$ cat config.mk
export PLATFORM = sky130hd
export DESIGN_NAME = mqtt_publish_parser_unit
export DESIGN_NICKNAME = d
export VERILOG_FILES = /design/src/mpp_pkg.sv /design/src/mpp_parse_core.sv /design/src/mqtt_publish_parser_unit.sv
export SDC_FILE = /design/constraint.sdc
export NUM_CORES = 1
export LEC_CHECK = 0
export BUFFER_PORTS_ARGS = -buffer_cell sky130_fd_sc_hd__buf_2
export CORE_MARGIN = 5
export CORE_UTILIZATION = 40
export CTS_BUF_LIST = sky130_fd_sc_hd__clkbuf_8
export DETAILED_ROUTE_END_ITERATION = 10
export PLACE_DENSITY_LB_ADDON = 0.05
export SYNTH_ARGS = -nofsm -noshare
export SYNTH_HDL_FRONTEND = slang
export SYNTH_HIERARCHICAL = 1
export SYNTH_SLANG_ARGS = --single-unit
export TNS_END_PERCENT = 10
$ cat constraint.sdc
create_clock -name clk -period 25.3 [get_ports clk]
set_clock_uncertainty 0.15 [all_clocks]
set_input_delay 1.265 -clock clk [delete_from_list [all_inputs] [get_ports clk]]
set_output_delay 1.265 -clock clk [all_outputs]
set_load 0.01 [all_outputs]
$ cat src/mpp_pkg.sv
package mpp_pkg;

  // Packet sections; the same codes serve as parser phase and byte kind
  localparam logic [2:0] PH_HEADER  = 3'd0;
  localparam logic [2:0] PH_LENGTH  = 3'd1;
  localparam logic [2:0] PH_TLEN    = 3'd2;
  localparam logic [2:0] PH_TOPIC   = 3'd3;
  localparam logic [2:0] PH_IDENT   = 3'd4;
  localparam logic [2:0] PH_PAYLOAD = 3'd5;
  localparam logic [2:0] PH_IGNORE  = 3'd6;

  // Status codes reported on the last byte
  localparam logic [2:0] ST_OK         = 3'd0;
  localparam logic [2:0] ST_NOT_PUB    = 3'd1;
  localparam logic [2:0] ST_QOS_BOTH   = 3'd2;
  localparam logic [2:0] ST_BAD_LEN    = 3'd3;
  localparam logic [2:0] ST_LEN_OVER   = 3'd4;
  localparam logic [2:0] ST_TOPIC_SHRT = 3'd5;
  localparam logic [2:0] ST_ID_SHRT    = 3'd6;

  localparam logic [3:0] PUBLISH_TYPE = 4'd3;
  localparam logic [1:0] FIELD_BYTES  = 2'd2;

  localparam logic [27:0] MAX28 = 28'hFFF_FFFF;
  localparam logic [28:0] MAX29 = 29'h1FFF_FFFF;

  typedef struct packed {
    logic [7:0] in_byte;
    logic       last_byte;
  } mpp_in_t;

  typedef struct packed {
    logic [2:0]  byte_kind;
    logic [7:0]  out_byte;
    logic        done_res;
    logic [2:0]  status;
    logic        dup_flag;
    logic [1:0]  qos_level;
    logic        retain_flag;
    logic [15:0] topic_length;
    logic [15:0] packet_ident;
    logic [27:0] payload_length;
  } mpp_out_t;

endpackage

$ cat src/mpp_parse_core.sv
module mpp_parse_core
  import mpp_pkg::*;
#(
  parameter int MAX_LENGTH_BYTES = 4
) (
  input  logic     clk,
  input  logic     rst_n,
  input  logic     step,
  input  mpp_in_t  beat_in,
  output mpp_out_t result
);

  localparam logic [2:0] LEN_MAX = 3'(MAX_LENGTH_BYTES);

  logic [2:0]  phase_r, phase_nxt;
  logic [3:0]  flags_r, flags_nxt;
  logic [27:0] accum_r, accum_nxt;
  logic [2:0]  seen_r, seen_nxt;
  logic [28:0] after_r, after_nxt;
  logic [15:0] tlen_r, tlen_nxt;
  logic [15:0] tleft_r, tleft_nxt;
  logic [15:0] ident_r, ident_nxt;
  logic [27:0] pcount_r, pcount_nxt;
  logic [2:0]  err_r, err_nxt;

  logic [7:0]  b;
  logic [27:0] accum_part;
  logic [2:0]  after_topic;
  logic [2:0]  st;
  logic [1:0]  qos;
  logic [15:0] tleft_dec;

  assign b = beat_in.in_byte;
  assign after_topic = (flags_r[2:1] != 2'b00) ? PH_IDENT : PH_PAYLOAD;

  // varint group placed at its 7-bit position
  always_comb begin
    case (seen_r[1:0])
      2'd0: accum_part = {21'd0, b[6:0]};
      2'd1: accum_part = {14'd0, b[6:0], 7'd0};
      2'd2: accum_part = {7'd0, b[6:0], 14'd0};
      default: accum_part = {b[6:0], 21'd0};
    endcase
  end

  // phase machine: next state for one byte
  always_comb begin
    phase_nxt  = phase_r;
    flags_nxt  = flags_r;
    accum_nxt  = accum_r;
    seen_nxt   = seen_r;
    after_nxt  = after_r;
    tlen_nxt   = tlen_r;
    tleft_nxt  = tleft_r;
    ident_nxt  = ident_r;
    pcount_nxt = pcount_r;
    err_nxt    = err_r;
    tleft_dec  = tleft_r;
    if (phase_r inside {PH_TLEN, PH_TOPIC, PH_IDENT, PH_PAYLOAD}) begin
      if (after_r != MAX29) after_nxt = after_r + 29'd1;
    end
    case (phase_r)
      PH_HEADER: begin
        if (b[7:4] != PUBLISH_TYPE) begin
          flags_nxt = 4'd0;
          err_nxt   = ST_NOT_PUB;
          phase_nxt = PH_IGNORE;
        end else begin
          flags_nxt = b[3:0];
          if (b[2:1] == 2'b11) begin
            err_nxt   = ST_QOS_BOTH;
            phase_nxt = PH_IGNORE;
          end else begin
            phase_nxt = PH_LENGTH;
          end
        end
        accum_nxt = 28'd0;
        seen_nxt  = 3'd0;
      end
      PH_LENGTH: begin
        accum_nxt = accum_r | accum_part;
        seen_nxt  = seen_r + 3'd1;
        if (!b[7]) begin
          seen_nxt  = 3'd0;
          phase_nxt = PH_TLEN;
        end else if (seen_nxt >= LEN_MAX) begin
          err_nxt   = ST_BAD_LEN;
          phase_nxt = PH_IGNORE;
        end
      end
      PH_TLEN: begin
        tlen_nxt = {tlen_r[7:0], b};
        seen_nxt = seen_r + 3'd1;
        if (seen_nxt >= 3'(FIELD_BYTES)) begin
          seen_nxt  = 3'd0;
          tleft_nxt = tlen_nxt;
          phase_nxt = (tlen_nxt != 16'd0) ? PH_TOPIC : after_topic;
        end
      end
      PH_TOPIC: begin
        if (tleft_r != 16'd0) tleft_dec = tleft_r - 16'd1;
        tleft_nxt = tleft_dec;
        if (tleft_dec == 16'd0) phase_nxt = after_topic;
      end
      PH_IDENT: begin
        ident_nxt = {ident_r[7:0], b};
        seen_nxt  = seen_r + 3'd1;
        if (seen_nxt >= 3'(FIELD_BYTES)) begin
          seen_nxt  = 3'd0;
          phase_nxt = PH_PAYLOAD;
        end
      end
      PH_PAYLOAD: begin
        if (pcount_r != MAX28) pcount_nxt = pcount_r + 28'd1;
      end
      default: phase_nxt = PH_IGNORE;
    endcase
  end

  // status from the updated state, by precedence
  always_comb begin
    if (err_nxt != ST_OK) st = err_nxt;
    else if ((phase_nxt == PH_HEADER) || (phase_nxt == PH_LENGTH)) st = ST_BAD_LEN;
    else if ({1'b0, accum_nxt} > after_nxt) st = ST_LEN_OVER;
    else if ((phase_nxt == PH_TLEN) || (phase_nxt == PH_TOPIC)) st = ST_TOPIC_SHRT;
    else if (phase_nxt == PH_IDENT) st = ST_ID_SHRT;
    else st = ST_OK;
  end

  assign qos = flags_nxt[2] ? 2'd2 : (flags_nxt[1] ? 2'd1 : 2'd0);

  // result beat
  always_comb begin
    result = '0;
    result.byte_kind = phase_r;
    result.out_byte  = b;
    result.done_res  = beat_in.last_byte;
    if (beat_in.last_byte) begin
      result.status = st;
      if (st != ST_NOT_PUB) begin
        result.dup_flag    = flags_nxt[3];
        result.retain_flag = flags_nxt[0];
        if (st != ST_QOS_BOTH) result.qos_level = qos;
      end
      if (st == ST_OK) begin
        result.topic_length   = tlen_nxt;
        result.packet_ident   = (qos != 2'd0) ? ident_nxt : 16'd0;
        result.payload_length = pcount_nxt;
      end
    end
  end

  // parser state; a last byte returns everything to reset
  always_ff @(posedge clk) begin
    if (!rst_n || (step && beat_in.last_byte)) begin
      phase_r  <= PH_HEADER;
      flags_r  <= '0;
      accum_r  <= '0;
      seen_r   <= '0;
      after_r  <= '0;
      tlen_r   <= '0;
      tleft_r  <= '0;
      ident_r  <= '0;
      pcount_r <= '0;
      err_r    <= '0;
    end else if (step) begin
      phase_r  <= phase_nxt;
      flags_r  <= flags_nxt;
      accum_r  <= accum_nxt;
      seen_r   <= seen_nxt;
      after_r  <= after_nxt;
      tlen_r   <= tlen_nxt;
      tleft_r  <= tleft_nxt;
      ident_r  <= ident_nxt;
      pcount_r <= pcount_nxt;
      err_r    <= err_nxt;
    end
  end

endmodule

$ cat src/mqtt_publish_parser_unit.sv
// MQTT PUBLISH parser, one message byte per beat.
// Input channel: in_valid / in_stall with in_data (byte plus last-byte mark).
// Output channel: out_valid / out_stall with out_data; every input beat
// yields exactly one output beat carrying the byte, its section code and,
// on the last byte, the decoded flags, lengths, packet id and status.
// Path: an accepted beat passes the input register, then parse logic into
// the output register, which presents it on the output.
// Throughput: one byte per cycle sustained while out_stall stays low; the parser state
// update is a single pass of small counters and compares between the two registers.
// Reset (rst_n low, synchronous) empties both registers and puts the parser
// back to expect a fixed header. The parser also returns there after each
// last byte, so messages follow one another with no gap.
// When the receiver stalls, the output beat holds; the input register still
// moves into an empty output slot, and in_stall rises only once both the
// input register and the output register are full.
module mqtt_publish_parser_unit
  import mpp_pkg::*;
#(
  parameter int MAX_LENGTH_BYTES = 4
) (
  input  logic     clk,
  input  logic     rst_n,
  input  logic     in_valid,
  output logic     in_stall,
  input  mpp_in_t  in_data,
  output logic     out_valid,
  input  logic     out_stall,
  output mpp_out_t out_data
);

  logic     in_valid_r;
  mpp_in_t  in_data_r;
  logic     out_valid_r;
  mpp_out_t out_data_r;
  logic     out_hold;
  logic     advance;
  mpp_out_t result;

  assign out_hold  = out_valid_r && out_stall;
  assign advance   = in_valid_r && !out_hold;
  assign in_stall  = in_valid_r && out_hold;
  assign out_valid = out_valid_r;
  assign out_data  = out_data_r;

  mpp_parse_core #(
    .MAX_LENGTH_BYTES(MAX_LENGTH_BYTES)
  ) u_core (
    .clk    (clk),
    .rst_n  (rst_n),
    .step   (advance),
    .beat_in(in_data_r),
    .result (result)
  );

  // input register
  always_ff @(posedge clk) begin
    if (!rst_n) begin
      in_valid_r <= 1'b0;
    end else if (!in_stall) begin
      in_valid_r <= in_valid;
    end
  end

  always_ff @(posedge clk) begin
    if (in_valid && !in_stall) in_data_r <= in_data;
  end

  // output register
  always_ff @(posedge clk) begin
    if (!rst_n) begin
      out_valid_r <= 1'b0;
    end else if (!out_hold) begin
      out_valid_r <= in_valid_r;
    end
  end

  always_ff @(posedge clk) begin
    if (advance) out_data_r <= result;
  end

  // checks
  a_reset_empty: assert property (@(posedge clk) !rst_n |=> !out_valid_r && !in_valid_r)
    else $error("pipeline not empty after reset");

  a_stall_cause: assert property (@(posedge clk) disable iff (!rst_n)
    in_stall |-> (out_valid_r && out_stall && in_valid_r))
    else $error("input stalled without a held output");

  a_summary_zero: assert property (@(posedge clk) disable iff (!rst_n)
    (out_valid_r && !out_data_r.done_res) |->
      (out_data_r.status == ST_OK && out_data_r.payload_length == 28'd0 &&
       out_data_r.topic_length == 16'd0 && out_data_r.packet_ident == 16'd0))
    else $error("summary fields set on a non-last byte");

  a_err_clears: assert property (@(posedge clk) disable iff (!rst_n)
    (out_valid_r && out_data_r.status != ST_OK) |->
      (out_data_r.payload_length == 28'd0 && out_data_r.packet_ident == 16'd0))
    else $error("lengths reported with an error status");

  a_beat_moves: assert property (@(posedge clk) disable iff (!rst_n)
    advance |=> out_valid_r)
    else $error("parsed beat lost before output register");

endmodule
==> results of run 1 <==
final cells by class:
type / instances / area [um2] / area share
Sequential cell: 236 / 5605 / 0.4093
Clock buffer: 47 / 646.9 / 0.04723
Inverter: 13 / 48.80 / 0.003563
Tap cell: 396 / 495.5 / 0.03618
Multi-Input combinational cell: 1037 / 6130 / 0.4476
Timing Repair Buffer: 107 / 570.5 / 0.04166
Clock inverter: 33 / 198.9 / 0.01453
report_power, final:
| group | switching (mW) | internal (mW) |
|---|---|---|
| clock network | 0.162 | 0.193 |
| registers | 0.00805 | 0.403 |
| logic | 0.0509 | 0.0192 |
| total | 0.221 | 0.614 |
through the flow:
step / setup WS [ns] / total power [mW]
after detailed placement: 18.23 / 0.4893
after global placement: 18.52 / 0.4897
after floorplan: 16.37 / 0.4654
after CTS: 18.23 / 0.8511
after global routing: 17.61 / 0.8774
final: 18.33 / 0.8356
path summary, 6_finish.rpt:
check                     start                 end  cells past startpoint
max           u_core/phase_r[1]        out_data[30]                     18
min          u_core/ident_r[11]  u_core/ident_r[11]                      2
max reg2reg   u_core/phase_r[1]        out_data[30]                     18
min reg2reg  u_core/ident_r[11]  u_core/ident_r[11]                      2
tightest hold or removal path, cell delays in order (launching register included):
cell and delay, ns:
dfxtp_1 0.31, nand2_1 0.05, a21oi_1 0.05
cell usage after synthesis (6+ instances only):
cell type | instances | share of area
buf_2 | 6 | 0.0025
edfxtp_1 | 88 | 0.22
nand4_1 | 38 | 0.019
xor2_1 | 77 | 0.055
o221ai_1 | 8 | 0.0057
xnor2_1 | 25 | 0.018
nor4_1 | 11 | 0.0056
nand3_1 | 40 | 0.016
or3_1 | 12 | 0.0062
a31oi_1 | 7 | 0.0036
inv_1 | 13 | 0.0040
nor3_1 | 50 | 0.021
o21ai_0 | 26 | 0.011
dfxtp_1 | 148 | 0.24
and3_1 | 18 | 0.0092
clkbuf_1 | 84 | 0.026
nor3_2 | 10 | 0.0082
nand2_1 | 177 | 0.054
a21oi_1 | 145 | 0.060
a211oi_1 | 15 | 0.0092
mux2i_1 | 29 | 0.024
and4_1 | 7 | 0.0050
ha_1 | 36 | 0.037
and2_1 | 12 | 0.0062
nor2_1 | 204 | 0.063
buf_4 | 10 | 0.0062
nor2b_1 | 10 | 0.0051
cells by family after synthesis:
kind of cell	after synthesis	synth area share
fa+ha+maj	36	0.03695
simple gates	615	0.2368
xor+xnor	102	0.07328
buf+inv	119	0.04156
flops	236	0.4598
mux	29	0.02381
compound gates	255	0.1279
flip-flops by register name (all words and copies together), names as in the netlist:
name / flops
out_data: 79
in_valid_r: 1
out_valid: 1
u_core/tlen_r: 16
in_data_r: 9
u_core/pcount_r: 28
u_core/err_r: 3
u_core/accum_r: 28
u_core/flags_r: 4
u_core/tleft_r: 16
u_core/after_r: 29
u_core/phase_r: 3
u_core/ident_r: 16
u_core/seen_r: 3
routing by layer:
layer / track usage / vias up
met5: 0 / -
met4: 0.04791 / 0
met3: 0.03138 / 49
met2: 0.2818 / 233
met1: 0.2770 / 4683
li1: - / 5012
==> metrics.txt, run 1 <==
# TYPE chip_impl_metric gauge
chip_impl_metric{name="max_clock_freq",unit="MHz"} 143.4
chip_impl_info{name="final_cell_mix",value="204 x nor2_1, 177 x nand2_1, 148 x dfxtp_1, 145 x a21oi_1, 93 x buf_2"} 1
chip_impl_metric{name="crit_fanout",unit=""} 60
chip_impl_metric{name="synth.ff_latch_count",unit=""} 236
chip_impl_metric{name="rrSetupSlack",unit="ns"} 18.33
chip_impl_metric{name="power.leakage",unit="nW"} 4.771
chip_impl_info{name="hold_path.class",value="reg -> reg"} 1
chip_impl_metric{name="die-height",unit="um"} 184.6
chip_impl_info{name="cp_top_family",value="simple AND/OR/NAND/NOR gates"} 1
chip_impl_metric{name="ctsResizeCount",unit=""} 0
chip_impl_metric{name="detail_route.iter0.violations",unit=""} 691
chip_impl_metric{name="dpl_cell_area",unit="mm2"} 0.01285
chip_impl_metric{name="worst_skew_pair.late_latency",unit="ns"} 0.55
chip_impl_metric{name="antenna_fix_cells",unit=""} 0
chip_impl_metric{name="worst-endpoint-required",unit="ns"} 25.50
chip_impl_metric{name="arrival",unit="ns"} 7.17
chip_impl_metric{name="first_global_vias",unit=""} 9438
chip_impl_info{name="maxUsedRoutingLayer",value="met4"} 1
chip_impl_metric{name="timing.final.max_slew_violations",unit=""} 0
chip_impl_metric{name="wl_met1",unit="mm"} 15.78
chip_impl_metric{name="globalRouteTotalUtil",unit=""} 0.1863
chip_impl_metric{name="final_layout_size_suffix_gt1_frac",unit=""} 0.1331
chip_impl_metric{name="starting_utilization_of_the_core_area",unit=""} 0.4017
chip_impl_metric{name="period_needed",unit="ns"} 6.972
chip_impl_metric{name="ir_worst_vdd",unit="mV"} 0.03826
chip_impl_metric{name="syn_to_final_growth",unit="%"} 12.34
chip_impl_info{name="setup_crit_path_kind",value="reg -> reg"} 1
chip_impl_info{name="mostFrequentLayoutCell",value="nor2_1"} 1
chip_impl_metric{name="mappedNetlistNets",unit=""} 1441
chip_impl_metric{name="finalHoldViolCount",unit=""} 0
chip_impl_metric{name="grt_max_degree",unit=""} 80
chip_impl_metric{name="drv_cap",unit=""} 0
chip_impl_metric{name="max-slew-margin-rel",unit=""} 0.2463
chip_impl_metric{name="dr_wl_met3",unit="mm"} 1.747
chip_impl_metric{name="wirelength",unit="mm"} 32.02
chip_impl_metric{name="drt_drc_violations_left",unit=""} 0
chip_impl_metric{name="num_rows",unit=""} 64
chip_impl_info{name="outcome",value="finished clean"} 1
chip_impl_metric{name="finalSetupTns",unit="ns"} 0
chip_impl_metric{name="dr.pass1.iters",unit=""} 5
chip_impl_info{name="critPathCaptureType",value="register"} 1
chip_impl_metric{name="dieArea",unit="mm2"} 0.03407
chip_impl_metric{name="setup_violations",unit=""} 0
chip_impl_metric{name="detailed_route_vias_per_instance",unit=""} 5.338
chip_impl_metric{name="worst_slew_pin_slew",unit="ns"} 1.125
chip_impl_metric{name="dp.cells",unit=""} 1789
chip_impl_metric{name="synth-seq-area-share",unit=""} 0.4598
chip_impl_metric{name="synth.avg_cell_area",unit="um2"} 8.758
chip_impl_metric{name="fp.dieW",unit="um"} 184.6
chip_impl_metric{name="cts.sinks",unit=""} 236
chip_impl_metric{name="async_reset_ff_frac",unit=""} 0
chip_impl_metric{name="syn_area",unit="mm2"} 0.01219
chip_impl_metric{name="ys_types",unit=""} 67
chip_impl_metric{name="hold_slack",unit="ns"} 0.3031
chip_impl_metric{name="timing.critical_path.buf_inv",unit=""} 0
chip_impl_info{name="grt_setup_unrepaired",value="false"} 1
chip_impl_metric{name="design.core.area",unit="mm2"} 0.03035
chip_impl_metric{name="drt-wirelength-per-cell",unit="um"} 17.13
chip_impl_metric{name="layout.core_utilization",unit=""} 0.4513
chip_impl_metric{name="via_count",unit=""} 9977
chip_impl_metric{name="wl_met2",unit="mm"} 13.85
chip_impl_metric{name="first_pass_grt_wire_length",unit="mm"} 51.43
chip_impl_metric{name="cts_setup_buffers",unit=""} 0
chip_impl_info{name="dominantRegCellSynth",value="dfxtp_1"} 1
chip_impl_metric{name="finish.instance_area",unit="mm2"} 0.01370
chip_impl_info{name="crit_slowest_cell",value="a31oi_1"} 1
chip_impl_info{name="cts-root-buf",value="clkbuf_8"} 1
chip_impl_metric{name="cts_hold_buffers",unit=""} 0
chip_impl_metric{name="num_io_pins",unit=""} 94
chip_impl_metric{name="cts.htree.levels",unit=""} 2
chip_impl_metric{name="slowest_delay",unit="ns"} 0.84
chip_impl_metric{name="cts_buffer_depth",unit=""} 3
chip_impl_info{name="critical_path.startpoint_type",value="register"} 1
chip_impl_metric{name="synth_edf_count",unit=""} 88
chip_impl_metric{name="synthesis.instances",unit=""} 1392
chip_impl_metric{name="stdcell_count",unit=""} 1869
chip_impl_metric{name="nets",unit=""} 1487
chip_impl_metric{name="place_congestion",unit=""} 0.8673
chip_impl_metric{name="antenna_found_initial",unit=""} 0
chip_impl_info{name="tritoncts",value="built"} 1
chip_impl_metric{name="numCtsBuffers",unit=""} 43
chip_impl_metric{name="synth_warnings",unit=""} 6
chip_impl_metric{name="drtAntennaViolNets",unit=""} 0
chip_impl_metric{name="fillCellCount",unit=""} 3083
chip_impl_metric{name="grt_overflow_total",unit=""} 0
chip_impl_metric{name="clkSlewWorstSetupHoldPaths",unit="ns"} 0.06
chip_impl_metric{name="portBuffers",unit=""} 93
chip_impl_metric{name="final_min_period_over_clock_period",unit=""} 0.2756
chip_impl_metric{name="hpwlAfterDp",unit="mm"} 20.90
chip_impl_info{name="critical_path_cell_by_cell",value="nor2b_1 > nor2_1 > a31oi_1 > and4_1 > nand4_1 > nor3_1 > nand3_1 > xor2_1 > ha_1 > nand4_1 > nor4_1 > o21a_1 > o31ai_1 > a21oi_1 > o211ai_1 > a311oi_2 > nand4_4 > nor3_1"} 1
chip_impl_metric{name="power_per_cell_area",unit="mW/mm2"} 61.01
Note: power is estimated with default switching activity, not from simulation.
==> run 2: changes to the inputs <==
ABC_AREA = 1   (was unset)
clock period = 6.45 ns   (was 25.3 ns; I/O delays follow)
==> run 2 against run 1 <==
Against the previous run: worst hold slack lost 0.0049 ns; non-clock buffer count grew 9; via count grew 8.8%; total power grew to 4.4 times the previous value; sequential share of layout area shrank 2.0 points; largest cell class unchanged; worst setup slack lost 17 ns; clock power grew to 4.0 times the previous value.
==> metrics.txt, run 2 <==
# TYPE chip_impl_metric gauge
chip_impl_info{name="grt_setup_unrepaired",value="false"} 1
chip_impl_metric{name="via_count",unit=""} 10860
chip_impl_metric{name="grt_max_degree",unit=""} 94
chip_impl_metric{name="numCtsBuffers",unit=""} 44
chip_impl_metric{name="syn_to_final_growth",unit="%"} 12.99
chip_impl_metric{name="antenna_found_initial",unit=""} 0
chip_impl_metric{name="syn_area",unit="mm2"} 0.01275
chip_impl_metric{name="finalHoldViolCount",unit=""} 0
chip_impl_metric{name="clkSlewWorstSetupHoldPaths",unit="ns"} 0.06
chip_impl_metric{name="dieArea",unit="mm2"} 0.03555
chip_impl_metric{name="worst-endpoint-required",unit="ns"} 6.56
chip_impl_metric{name="synth_edf_count",unit=""} 88
chip_impl_metric{name="num_rows",unit=""} 65
chip_impl_metric{name="finish.instance_area",unit="mm2"} 0.01441
chip_impl_metric{name="nets",unit=""} 1749
chip_impl_metric{name="portBuffers",unit=""} 93
chip_impl_metric{name="die-height",unit="um"} 188.5
chip_impl_metric{name="worst_slew_pin_slew",unit="ns"} 1.056
chip_impl_metric{name="power_per_cell_area",unit="mW/mm2"} 256.7
chip_impl_metric{name="detail_route.iter0.violations",unit=""} 802
chip_impl_info{name="hold_path.class",value="reg -> reg"} 1
chip_impl_metric{name="globalRouteTotalUtil",unit=""} 0.1825
chip_impl_metric{name="max_clock_freq",unit="MHz"} 187.0
chip_impl_metric{name="synth.avg_cell_area",unit="um2"} 7.851
chip_impl_info{name="tritoncts",value="built"} 1
chip_impl_metric{name="place_congestion",unit=""} 0.8745
chip_impl_metric{name="detailed_route_vias_per_instance",unit=""} 5.079
chip_impl_metric{name="synth_warnings",unit=""} 6
chip_impl_metric{name="wirelength",unit="mm"} 32.98
chip_impl_metric{name="async_reset_ff_frac",unit=""} 0
chip_impl_metric{name="starting_utilization_of_the_core_area",unit=""} 0.4051
chip_impl_info{name="critPathCaptureType",value="register"} 1
chip_impl_metric{name="ys_types",unit=""} 47
chip_impl_info{name="maxUsedRoutingLayer",value="met4"} 1
chip_impl_metric{name="cts.sinks",unit=""} 236
chip_impl_metric{name="period_needed",unit="ns"} 5.346
chip_impl_metric{name="first_pass_grt_wire_length",unit="mm"} 54.05
chip_impl_info{name="outcome",value="finished clean"} 1
chip_impl_metric{name="drtAntennaViolNets",unit=""} 0
chip_impl_metric{name="yosys_top_cell_area_share",unit=""} 0.2324
chip_impl_metric{name="drv_cap",unit=""} 0
chip_impl_metric{name="slowest_delay",unit="ns"} 0.64
chip_impl_metric{name="first_global_vias",unit=""} 10420
chip_impl_metric{name="cts_buffer_depth",unit=""} 3
chip_impl_metric{name="arrival",unit="ns"} 5.46
chip_impl_metric{name="largest_reg_flops",unit=""} 79
chip_impl_metric{name="wl_met2",unit="mm"} 14.64
chip_impl_metric{name="final_min_period_over_clock_period",unit=""} 0.8289
chip_impl_metric{name="fillCellCount",unit=""} 3175
chip_impl_metric{name="mappedNetlistNets",unit=""} 1673
chip_impl_metric{name="power.leakage",unit="nW"} 6.185
chip_impl_metric{name="worst_skew_pair.late_latency",unit="ns"} 0.55
chip_impl_metric{name="layout.core_utilization",unit=""} 0.4577
chip_impl_metric{name="drt_drc_violations_left",unit=""} 0
chip_impl_metric{name="dpl_cell_area",unit="mm2"} 0.01339
chip_impl_metric{name="synth.ff_latch_count",unit=""} 236
chip_impl_metric{name="antenna_fix_cells",unit=""} 0
chip_impl_info{name="dominantRegCellSynth",value="dfxtp_1"} 1
chip_impl_metric{name="max-slew-margin-rel",unit=""} 0.2952
chip_impl_info{name="post-synth-top-count-cell",value="nand2_1"} 1
chip_impl_metric{name="finalSetupTns",unit="ns"} 0
chip_impl_info{name="mostFrequentLayoutCell",value="inv_1"} 1
chip_impl_metric{name="drt-wirelength-per-cell",unit="um"} 15.43
chip_impl_info{name="critical_path_cell_by_cell",value="inv_1 > nor2_1 > nor2_1 > a21oi_1 > nand2_1 > nor2_1 > nand4_1 > nor3_1 > xnor2_1 > ha_1 > and3_1 > nand4_1 > nor2_1 > nor2_1 > nand2_1 > nand2_1 > nand4_1 > nand2_1 > nand2_1 > nand2_2 > buf_4 > nor3_2"} 1
chip_impl_metric{name="num_io_pins",unit=""} 94
chip_impl_metric{name="wl_met1",unit="mm"} 15.84
chip_impl_metric{name="fp.dieW",unit="um"} 188.5
chip_impl_info{name="setup_crit_path_kind",value="reg -> reg"} 1
chip_impl_info{name="cts-root-buf",value="clkbuf_8"} 1
chip_impl_info{name="crit_slowest_cell",value="nand2_2"} 1
chip_impl_metric{name="ctsResizeCount",unit=""} 0
chip_impl_metric{name="cts.htree.levels",unit=""} 2
chip_impl_metric{name="final_layout_size_suffix_gt1_frac",unit=""} 0.1394
chip_impl_metric{name="hpwlAfterDp",unit="mm"} 22.58
chip_impl_metric{name="ir_worst_vdd",unit="mV"} 0.2082
chip_impl_info{name="synth.top_cells.by_area",value="dfxtp_1 23%, edfxtp_1 21%, o21ai_0 7.3%"} 1
chip_impl_info{name="final_cell_mix",value="247 x inv_1, 241 x nand2_1, 187 x o21ai_0, 160 x a21oi_1, 148 x dfxtp_1"} 1
chip_impl_metric{name="dr.pass1.iters",unit=""} 5
chip_impl_metric{name="timing.final.max_slew_violations",unit=""} 0
chip_impl_info{name="synth_top_cell_by_area",value="dfxtp_1"} 1
chip_impl_metric{name="synth-seq-area-share",unit=""} 0.4396
chip_impl_metric{name="grt_overflow_total",unit=""} 0
chip_impl_metric{name="design.core.area",unit="mm2"} 0.03147
chip_impl_metric{name="dr_wl_met3",unit="mm"} 1.639
chip_impl_metric{name="hold_slack",unit="ns"} 0.2982
chip_impl_info{name="critical_path.startpoint_type",value="register"} 1
chip_impl_info{name="yosys-top-cells-count",value="242 x nand2_1, 228 x inv_1, 187 x o21ai_0, 161 x a21oi_1, 148 x dfxtp_1"} 1
chip_impl_metric{name="setup_violations",unit=""} 0
chip_impl_metric{name="synthesis.instances",unit=""} 1624
chip_impl_metric{name="crit_fanout",unit=""} 29
## run 2: cell types whose count changed after synthesis, moves of 16 or more
cell,change
xor2_1,-40
mux2i_1,-28
clkbuf_1,-23
o21ai_0,+161
o211ai_1,+16
nor3_1,-21
a21oi_1,+16
nor3_2,+31
inv_1,+215
nor2_1,-83
nand2_1,+65
## run 2: metrics by stage
step                setup slack (ns)  cells  total power, mW
finish                         1.104   2138            3.699
global route                  0.5755   2138            3.921
CTS                            1.105   2138            3.764
detailed placement             1.151   2043            2.302
global placement               1.250   2043            2.296
floorplan                     0.2648   1624            2.163
## run 2: power breakdown
part,leakage [nW],switching [mW],internal [mW]
combinational,3.60,0.404,0.175
clock,0.531,0.630,0.795
sequential,2.06,0.0669,1.63
## run 2: area by class of cell
type / instances / area, um2 / area share
Inverter: 237 / 890.9 / 0.06184
Clock inverter: 28 / 138.9 / 0.009640
Clock buffer: 54 / 743.2 / 0.05159
Tap cell: 402 / 503.0 / 0.03491
Multi-Input combinational cell: 1065 / 5854 / 0.4064
Sequential cell: 236 / 5605 / 0.3891
Timing Repair Buffer: 116 / 670.6 / 0.04655
## run 2: worst max-delay path, delay by kind of cell (launching register included)
| family | cells | cell delay [ns] |
|---|---|---|
| and+or+nand+nor | 17 | 3.09 |
| adders and majority gates | 1 | 0.31 |
| buffers and inverters | 2 | 0.51 |
| xor gates and xnor gates | 1 | 0.22 |
| DFF | 1 | 0.40 |
| AOI/OAI and AO/OA | 1 | 0.36 |
## run 2: logic make-up (layout without fill, tap and decap cells)
group | count (synthesis) | in the layout | synth area share
xor gates and xnor gates | 56 | 56 | 0.03847
and+or+nand+nor | 574 | 574 | 0.2177
DFF | 236 | 236 | 0.4396
buffers and inverters | 323 | 435 | 0.1028
muxes | 1 | 1 | 0.0007851
adders and majority gates | 36 | 36 | 0.03533
AOI/OAI and AO/OA | 398 | 398 | 0.1653
## run 2: final timing paths
check / slack, ns / cells past startpoint / endpoint / from
min reg2reg: 0.30 / 2 / u_core/err_r[2] / u_core/err_r[2]
min: 0.30 / 2 / u_core/err_r[2] / u_core/err_r[2]
max reg2reg: 1.10 / 22 / out_data[34] / u_core/phase_r[1]
max: 1.10 / 22 / out_data[34] / u_core/phase_r[1]
## run 2: repair_timing
item                                   in CTS  in global routing
hold buffers                               13                  0
endpoints found under the hold margin      11                  0
buffers inserted                            0                  0
## run 2: layer usage
| metal | track usage | up-vias |
|---|---|---|
| met3 | 0.02983 | 65 |
| met4 | 0.06194 | 0 |
| met1 | 0.2564 | 4975 |
| li1 | - | 5563 |
| met5 | 0 | - |
| met2 | 0.2872 | 256 |
